--- src/hw/rtl/lpna_pkg.sv ---
package lpna_pkg;

	typedef struct packed {
		logic [7:0]  frame_byte;
		logic [16:0] bytes_left;
	} in_t;

	typedef struct packed {
		logic [7:0] out_byte;
		logic       unit_start;
		logic       run_last;
	} out_t;

	// one result descriptor handed from the parser to the output stage
	typedef struct packed {
		logic       valid;
		logic       start;
		logic [7:0] data;
	} emit_t;

	typedef enum logic [2:0] {
		PH_PREFIX  = 3'b001,
		PH_PAYLOAD = 3'b010,
		PH_DROP    = 3'b100
	} phase_t;

	localparam int unsigned PADDR_W = 3;
	localparam logic [PADDR_W-3:0] REG_PREFIX_BYTES = 1'b0;
	localparam logic [2:0] PREFIX_BYTES_RESET = 3'd4;
	localparam logic [7:0] SC_ZERO = 8'h00;
	localparam logic [7:0] SC_LAST = 8'h01;
	// start code bytes that follow the first one
	localparam logic [1:0] SC_TAIL = 2'd3;

endpackage

--- src/hw/rtl/lpna_regs.sv ---
module lpna_regs (
	input  logic                         clk,
	input  logic                         arst_n,
	input  logic                         psel,
	input  logic                         penable,
	input  logic                         pwrite,
	input  logic [lpna_pkg::PADDR_W-1:0] paddr,
	input  logic [31:0]                  pwdata,
	output logic [31:0]                  prdata,
	output logic                         pready,
	output logic [2:0]                   prefix_bytes
);

	logic [2:0] prefix_bytes_q;
	logic       sel_prefix;

	assign sel_prefix = paddr[lpna_pkg::PADDR_W-1:2] == lpna_pkg::REG_PREFIX_BYTES;
	assign pready = 1'b1;
	assign prefix_bytes = prefix_bytes_q;
	assign prdata = sel_prefix ? {29'd0, prefix_bytes_q} : 32'd0;

	always_ff @(posedge clk or negedge arst_n) begin
		if (!arst_n) begin
			prefix_bytes_q <= lpna_pkg::PREFIX_BYTES_RESET;
		end else if (psel && penable && pwrite && pready && sel_prefix) begin
			prefix_bytes_q <= pwdata[2:0];
		end
	end

endmodule

--- src/hw/rtl/lpna_parse.sv ---
module lpna_parse #(
	parameter int unsigned FRAME_BYTES_MAX = 65536
) (
	input  logic                clk,
	input  logic                arst_n,
	input  logic                in_valid,
	output logic                in_stall,
	input  lpna_pkg::in_t       in_data,
	input  logic [2:0]          prefix_bytes,
	input  logic                emit_ready,
	output lpna_pkg::emit_t     emit
);

	logic                 valid_s1;
	lpna_pkg::in_t        item_s1;

	lpna_pkg::phase_t     phase_q, phase_d;
	logic [1:0]           prefix_count_q, prefix_count_d;
	logic [31:0]          unit_length_q, unit_length_d;
	logic [16:0]          payload_left_q, payload_left_d;

	logic [16:0]          left;
	logic [31:0]          len_next;
	logic                 size_ok;
	logic                 emits;
	logic                 adv;
	logic                 accept;

	always_comb begin
		left = item_s1.bytes_left;
		if (32'(item_s1.bytes_left) > 32'(FRAME_BYTES_MAX)) begin
			left = 17'(FRAME_BYTES_MAX);
		end
		if (left == 17'd0) begin
			left = 17'd1;
		end

		size_ok = (prefix_bytes == 3'd1) || (prefix_bytes == 3'd2) || (prefix_bytes == 3'd4);
		len_next = {unit_length_q[23:0], item_s1.frame_byte};

		phase_d        = phase_q;
		prefix_count_d = prefix_count_q;
		unit_length_d  = unit_length_q;
		payload_left_d = payload_left_q;
		emit.valid     = 1'b0;
		emit.start     = 1'b0;
		emit.data      = item_s1.frame_byte;

		unique case (phase_q)
			lpna_pkg::PH_PREFIX: begin
				if (!size_ok || (prefix_count_q == 2'd0 && {14'd0, prefix_bytes} > left)) begin
					phase_d = lpna_pkg::PH_DROP;
				end else if ({1'b0, prefix_count_q} + 3'd1 >= prefix_bytes) begin
					// prefix complete: start code unless the unit overruns the frame
					if (len_next > {15'd0, left - 17'd1}) begin
						phase_d = lpna_pkg::PH_DROP;
					end else begin
						emit.valid     = 1'b1;
						emit.start     = 1'b1;
						payload_left_d = len_next[16:0];
						phase_d = (len_next != 32'd0) ? lpna_pkg::PH_PAYLOAD
							: lpna_pkg::PH_PREFIX;
					end
					prefix_count_d = 2'd0;
					unit_length_d  = 32'd0;
				end else begin
					unit_length_d  = len_next;
					prefix_count_d = prefix_count_q + 2'd1;
				end
			end
			lpna_pkg::PH_PAYLOAD: begin
				emit.valid = 1'b1;
				if (payload_left_q != 17'd0) begin
					payload_left_d = payload_left_q - 17'd1;
				end
				if (payload_left_d == 17'd0) begin
					phase_d = lpna_pkg::PH_PREFIX;
				end
			end
			lpna_pkg::PH_DROP: begin
			end
			default: begin
				phase_d = lpna_pkg::PH_DROP;
			end
		endcase

		// last byte of the frame: back to prefix parsing
		if (left == 17'd1) begin
			phase_d        = lpna_pkg::PH_PREFIX;
			prefix_count_d = 2'd0;
			unit_length_d  = 32'd0;
			payload_left_d = 17'd0;
		end

		emits = emit.valid;
		emit.valid = emit.valid && valid_s1;
	end

	assign adv      = valid_s1 && (!emits || emit_ready);
	assign in_stall = valid_s1 && !adv;
	assign accept   = in_valid && !in_stall;

	always_ff @(posedge clk or negedge arst_n) begin
		if (!arst_n) begin
			valid_s1       <= 1'b0;
			phase_q        <= lpna_pkg::PH_PREFIX;
			prefix_count_q <= 2'd0;
			unit_length_q  <= 32'd0;
			payload_left_q <= 17'd0;
		end else begin
			valid_s1 <= accept || (valid_s1 && !adv);
			if (adv) begin
				phase_q        <= phase_d;
				prefix_count_q <= prefix_count_d;
				unit_length_q  <= unit_length_d;
				payload_left_q <= payload_left_d;
			end
		end
	end

	always_ff @(posedge clk) begin
		if (accept) begin
			item_s1 <= in_data;
		end
	end

	a_payload_nonzero: assert property (@(posedge clk) disable iff (!arst_n)
		phase_q == lpna_pkg::PH_PAYLOAD |-> payload_left_q != 17'd0)
		else $error("payload phase with nothing left to pass");

	a_stall_holds_item: assert property (@(posedge clk) disable iff (!arst_n)
		valid_s1 && !adv |=> valid_s1 && $stable(item_s1) && $stable(phase_q))
		else $error("held item or state changed while waiting for output");

endmodule

--- src/hw/rtl/lpna_ser.sv ---
module lpna_ser (
	input  logic              clk,
	input  logic              arst_n,
	input  lpna_pkg::emit_t   emit,
	output logic              emit_ready,
	output logic              out_valid,
	input  logic              out_stall,
	output lpna_pkg::out_t    out_data
);

	logic           out_valid_q;
	lpna_pkg::out_t out_q;
	logic [1:0]     sc_left_q;
	logic           taken;

	assign taken      = out_valid_q && !out_stall;
	assign emit_ready = !out_valid_q || (taken && sc_left_q == 2'd0);
	assign out_valid  = out_valid_q;
	assign out_data   = out_q;

	always_ff @(posedge clk or negedge arst_n) begin
		if (!arst_n) begin
			out_valid_q <= 1'b0;
			sc_left_q   <= 2'd0;
		end else if (emit.valid && emit_ready) begin
			out_valid_q <= 1'b1;
			sc_left_q   <= emit.start ? lpna_pkg::SC_TAIL : 2'd0;
		end else if (taken) begin
			out_valid_q <= sc_left_q != 2'd0;
			if (sc_left_q != 2'd0) begin
				sc_left_q <= sc_left_q - 2'd1;
			end
		end
	end

	always_ff @(posedge clk) begin
		if (emit.valid && emit_ready) begin
			out_q.out_byte   <= emit.start ? lpna_pkg::SC_ZERO : emit.data;
			out_q.unit_start <= emit.start;
			out_q.run_last   <= !emit.start;
		end else if (taken && sc_left_q != 2'd0) begin
			// advance through the start code
			out_q.out_byte   <= (sc_left_q == 2'd1) ? lpna_pkg::SC_LAST : lpna_pkg::SC_ZERO;
			out_q.unit_start <= 1'b0;
			out_q.run_last   <= sc_left_q == 2'd1;
		end
	end

	a_mid_code_not_last: assert property (@(posedge clk) disable iff (!arst_n)
		out_valid_q && sc_left_q != 2'd0 |-> !out_q.run_last)
		else $error("beat marked last inside a start code");

	a_start_is_zero: assert property (@(posedge clk) disable iff (!arst_n)
		out_valid_q && out_q.unit_start |-> out_q.out_byte == lpna_pkg::SC_ZERO
			&& sc_left_q == lpna_pkg::SC_TAIL)
		else $error("start code does not open with a zero byte");

	a_code_continues: assert property (@(posedge clk) disable iff (!arst_n)
		taken && sc_left_q != 2'd0 |=> out_valid_q && !out_q.unit_start)
		else $error("start code cut short");

endmodule

--- src/hw/rtl/length_prefixed_nal_to_annexb.sv ---
// Length-prefixed NAL to Annex-B byte stream converter.
// Input channel: one frame byte per beat with the count of frame bytes left,
// accepted when in_valid is high and in_stall low. Output channel: one Annex-B
// byte per beat with unit_start on the first start code byte and run_last on
// the last beat caused by an input byte.
// Prefix bytes are gathered into the unit length; a completed prefix yields the
// four start code beats 00 00 00 01, payload bytes pass one beat each, dropped
// bytes and incomplete prefix bytes yield nothing.
// A byte accepted into the input register is decoded there, and its first result
// beat is registered in the output register once that register can take it.
// Throughput: one byte per cycle for dropped bytes, and for payload bytes while
// the output is not stalled; a byte that completes a prefix occupies the output
// register for its four start code beats, serialised by the single output register.
// The input register keeps accepting while a finished beat waits at the output.
// A stall on the output holds the output beat; the parser holds its item and
// raises in_stall only when its next beat cannot enter the output register.
// Reset clears the parse state to prefix parsing and sets prefix_bytes to 4.
// prefix_bytes lies at byte address 0 of the register port.
module length_prefixed_nal_to_annexb #(
	parameter int unsigned FRAME_BYTES_MAX = 65536
) (
	input  logic                         clk,
	input  logic                         arst_n,
	input  logic                         in_valid,
	output logic                         in_stall,
	input  lpna_pkg::in_t                in_data,
	output logic                         out_valid,
	input  logic                         out_stall,
	output lpna_pkg::out_t               out_data,
	input  logic                         psel,
	input  logic                         penable,
	input  logic                         pwrite,
	input  logic [lpna_pkg::PADDR_W-1:0] paddr,
	input  logic [31:0]                  pwdata,
	output logic [31:0]                  prdata,
	output logic                         pready
);

	logic [2:0]      prefix_bytes;
	lpna_pkg::emit_t emit;
	logic            emit_ready;

	lpna_regs u_regs (
		.clk          (clk),
		.arst_n       (arst_n),
		.psel         (psel),
		.penable      (penable),
		.pwrite       (pwrite),
		.paddr        (paddr),
		.pwdata       (pwdata),
		.prdata       (prdata),
		.pready       (pready),
		.prefix_bytes (prefix_bytes)
	);

	lpna_parse #(
		.FRAME_BYTES_MAX (FRAME_BYTES_MAX)
	) u_parse (
		.clk          (clk),
		.arst_n       (arst_n),
		.in_valid     (in_valid),
		.in_stall     (in_stall),
		.in_data      (in_data),
		.prefix_bytes (prefix_bytes),
		.emit_ready   (emit_ready),
		.emit         (emit)
	);

	lpna_ser u_ser (
		.clk        (clk),
		.arst_n     (arst_n),
		.emit       (emit),
		.emit_ready (emit_ready),
		.out_valid  (out_valid),
		.out_stall  (out_stall),
		.out_data   (out_data)
	);

endmodule

--- config.mk ---
export PLATFORM = sky130hd
export DESIGN_NAME = length_prefixed_nal_to_annexb
export DESIGN_NICKNAME = d
export VERILOG_FILES = /design/src/hw/rtl/lpna_pkg.sv /design/src/hw/rtl/lpna_regs.sv /design/src/hw/rtl/lpna_parse.sv /design/src/hw/rtl/lpna_ser.sv /design/src/hw/rtl/length_prefixed_nal_to_annexb.sv
export SDC_FILE = /design/constraint.sdc
export NUM_CORES = 1
export LEC_CHECK = 0
export ABC_AREA = 1
export BUFFER_PORTS_ARGS = -buffer_cell sky130_fd_sc_hd__buf_2
export CAP_MARGIN = 20
export CORE_ASPECT_RATIO = 1.4
export CORE_MARGIN = 5
export CORE_UTILIZATION = 43
export DETAILED_ROUTE_END_ITERATION = 16
export PLACE_DENSITY = 0.62
export REMOVE_ABC_BUFFERS = 1
export SLEW_MARGIN = 20
export SYNTH_ARGS = -nofsm -noshare
export SYNTH_HDL_FRONTEND = slang
export SYNTH_HIERARCHICAL = 1
export SYNTH_SLANG_ARGS = --single-unit
--- constraint.sdc ---
create_clock -name clk -period 8.6 [get_ports clk]
set_input_delay 0.43 -clock clk [delete_from_list [all_inputs] [get_ports clk]]
set_output_delay 0.43 -clock clk [all_outputs]
set_load 0.01 [all_outputs]
==> metrics.cfg <==
[run_status]
outcome = completed

[worst_hold_path]
min_path_type = input port to async pin

[sta]
hold_viol_final = 0
worst_pin_slew_ns = 0.930
finalCriticalPeriod_ns = 5.76
slew_headroom_pct = 37.6
period_share_pct = 67.0
setup_viol = 0
rsz0062_at_grt = no
final.setup_skew_ns = 0.0113
fmax_mhz = 174
maxSlewViolCount = 0
tns_ns = 0

[global_route]
grt_pass1_vias = 4929
grt_antenna_before_repair = 0
grt_max_degree = 54
grt_pass1_wl_um = 23800
grt_usage_pct = 17.4
grt_overflow = 0

[final_layout]
seq_area_um2 = 2380
multi_input_area_um2 = 3060
fill_cells = 1459
area.growth.synth_to_final_pct = 7.77
final_area_um2 = 6580
n_antenna_cell = 0
final_cell_mix = nand2_1, inv_1, nor2_1, nand4_1, dfrtp_1
layout_commonest_cell = nand2_1
nets = 919
drive_gt1_share_pct = 12.1

[drt]
drt_wl_total_um = 14400
dr.first_iter.drc_count = 281
firstDrtPassIters = 4
remaining_drc_errors = 0
ant_nets = 0
vias_per_cell = 5.03
wl_per_cell_um = 14.2
num_vias = 5086

[setup_path]
crit_fanout = 38
crit_path_frequent_cell = nand2_1
cp_slowest_cell = nand3_2
max_stage_delay_ns = 0.53
setup.worst_path.start_class = flip-flop
end_kind = flip-flop
critPathKind = flip-flop to flip-flop
crit_arrival_ns = 5.99
r2r_slack_ns = 2.84
cp_data_required_time_ns = 8.83

[clocking]
clockRootBuffer = clkbuf_16
hold_buffers = 0
htreeDepth = 3
path_clk_slew_ns = 0.07
cts_tree = yes
cts.sinks = 88
cts_setup_buffers = 0
cts_resized = 0
cts_buffers = 9
clockBufferDepth = 2
worstSkewPairLatency_ns = 0.35

[logic_synthesis]
netlist_instances = 794
synth-seq-area-share_pct = 39.0
async_flop_share_pct = 60.2
synth_flop_cell = dfrtp_1
syn_avg_cell_area_um2 = 7.69
synth_seq_cells = 88
synth_edf_count = 35
synth.distinct_cells = 46
netlist_area_um2 = 6110
synth_warnings = 6

[pwr]
combPwrFrac_pct = 35.1
cell_internal_pwr_mw = 0.867
clockPowerShare_pct = 28.7
leakage_nw = 3.30
p_sw_share_pct = 37.8
powerDensity_nw_per_um2 = 212
power_switching_mw = 0.526
irDropWorstVdd_uv = 118
power_frac_seq_pct = 36.2

[die]
die_x_um = 111
boundaryPins = 112
die_area_um2 = 16700
die_y_um = 151
core_area_um2 = 13900
start_util_pct = 43.9
num_rows = 51

[place]
placed_area_um2 = 6280
routabilityCongestion = 0.807
port_buffers = 50
dp_hpwl_um = 10600

[job]
maxCapViolCount = 0

[cells in the mapped netlist (4+ instances only)]
cell type	number	area, um^2
a21oi_1	11	55.1
buf_4	41	308
buf_6	5	56.3
clkbuf_1	16	60.1
dfrtp_1	51	1280
edfxtp_1	35	1050
ha_1	30	375
inv_1	86	323
nand2_1	221	830
nand2_2	6	37.5
nand3_1	34	170
nand4_1	56	350
nor2_1	67	251
nor2_2	4	25.0
nor3_1	28	140
nor3b_1	5	37.5
nor4_1	4	25.0
o21ai_0	17	85.1
o22ai_1	17	106
xnor2_1	6	52.6
xor2_1	10	87.6
[metal layers]
metal | track usage [%] | vias to the layer above | wire length [um]
met1 | 20.9 | 2330 | 5850
li1 | - | 2621 | -
met5 | 0 | - | 0
met3 | 2.04 | 21 | 541
met2 | 31.5 | 114 | 7610
met4 | 7.89 | 0 | 387
[layout make-up]
cell class                 count  area share, %
multi-input combinational    580           46.5
clock inverter                 6          0.989
clock buffer                  10           3.50
sequential                    88           36.2
timing repair buffer          54           4.26
inverter                      89           5.08
tap                          185           3.52
[final timing paths]
path	startpoint	end	depth (start not counted)
setup / recovery	u_parse/item_s1[5]	u_parse/unit_length_q[10]	31
hold / removal	arst_n	u_parse/payload_left_q[15]	2
setup reg to reg	u_parse/item_s1[5]	u_parse/unit_length_q[10]	31
hold reg to reg	u_parse/unit_length_q[19]	u_parse/unit_length_q[19]	2
max in group asynchronous	arst_n	u_parse/valid_s1	2
min in group clk	in_data[9]	u_parse/item_s1[9]	1
[critical path, delay by kind of cell, from the launching register on]
kind	cells	cell delay [ns]
adder cells (fa/ha/maj)	2	0.47
AND/OR/NAND/NOR	23	3.66
flip-flops	1	0.41
buffers and inverters	3	0.61
XOR/XNOR	1	0.15
AO/OA/AOI/OAI	2	0.30
[flip-flops by register name, indices dropped and copies added, names as in the netlist, 2 cells and up]
signal,cells
u_parse/item_s1,17
u_parse/unit_length_q,24
u_regs/prefix_bytes,3
u_parse/prefix_count_q,2
u_ser/out_data,10
u_ser/sc_left_q,2
u_parse/phase_q,3
u_parse/payload_left_q,17
u_parse/emit,8
[kinds of logic after synthesis]
kind of cell | after synthesis | synth area share, %
and+or+nand+nor | 444 | 33.8
DFF | 88 | 39.0
buffers and inverters | 154 | 12.6
adders and majority gates | 30 | 6.15
xor gates and xnor gates | 16 | 2.30
other | 2 | 0.123
AOI/OAI and AO/OA | 60 | 6.07
[through the flow]
step | setup slack (ns) | instances | hold WS [ns] | total power [mW] | util, %
6_report | 2.84 | 1012 | 0.213 | 1.39 | 47.3
2_1_floorplan | 3.60 | 757 | 0.134 | 0.872 | -
5_1_grt | 2.20 | 1012 | 0.248 | 1.51 | 47.3
3_5_place_dp | 2.86 | 996 | 0.460 | 1.00 | 45.2
3_3_place_gp | 2.89 | 996 | 0.455 | 0.995 | 45.2
4_1_cts | 2.78 | 1012 | 0.249 | 1.41 | 47.3
[power groups by stage]
stage | registers (mW) | clock network (mW) | logic, mW
6_report | 0.505 | 0.401 | 0.489
5_1_grt | 0.510 | 0.431 | 0.566
4_1_cts | 0.505 | 0.412 | 0.491
3_5_place_dp | 0.513 | 0 | 0.488
3_3_place_gp | 0.513 | 0 | 0.482
2_1_floorplan | 0.506 | 0 | 0.366
Note: power is estimated with default switching activity, not from simulation.
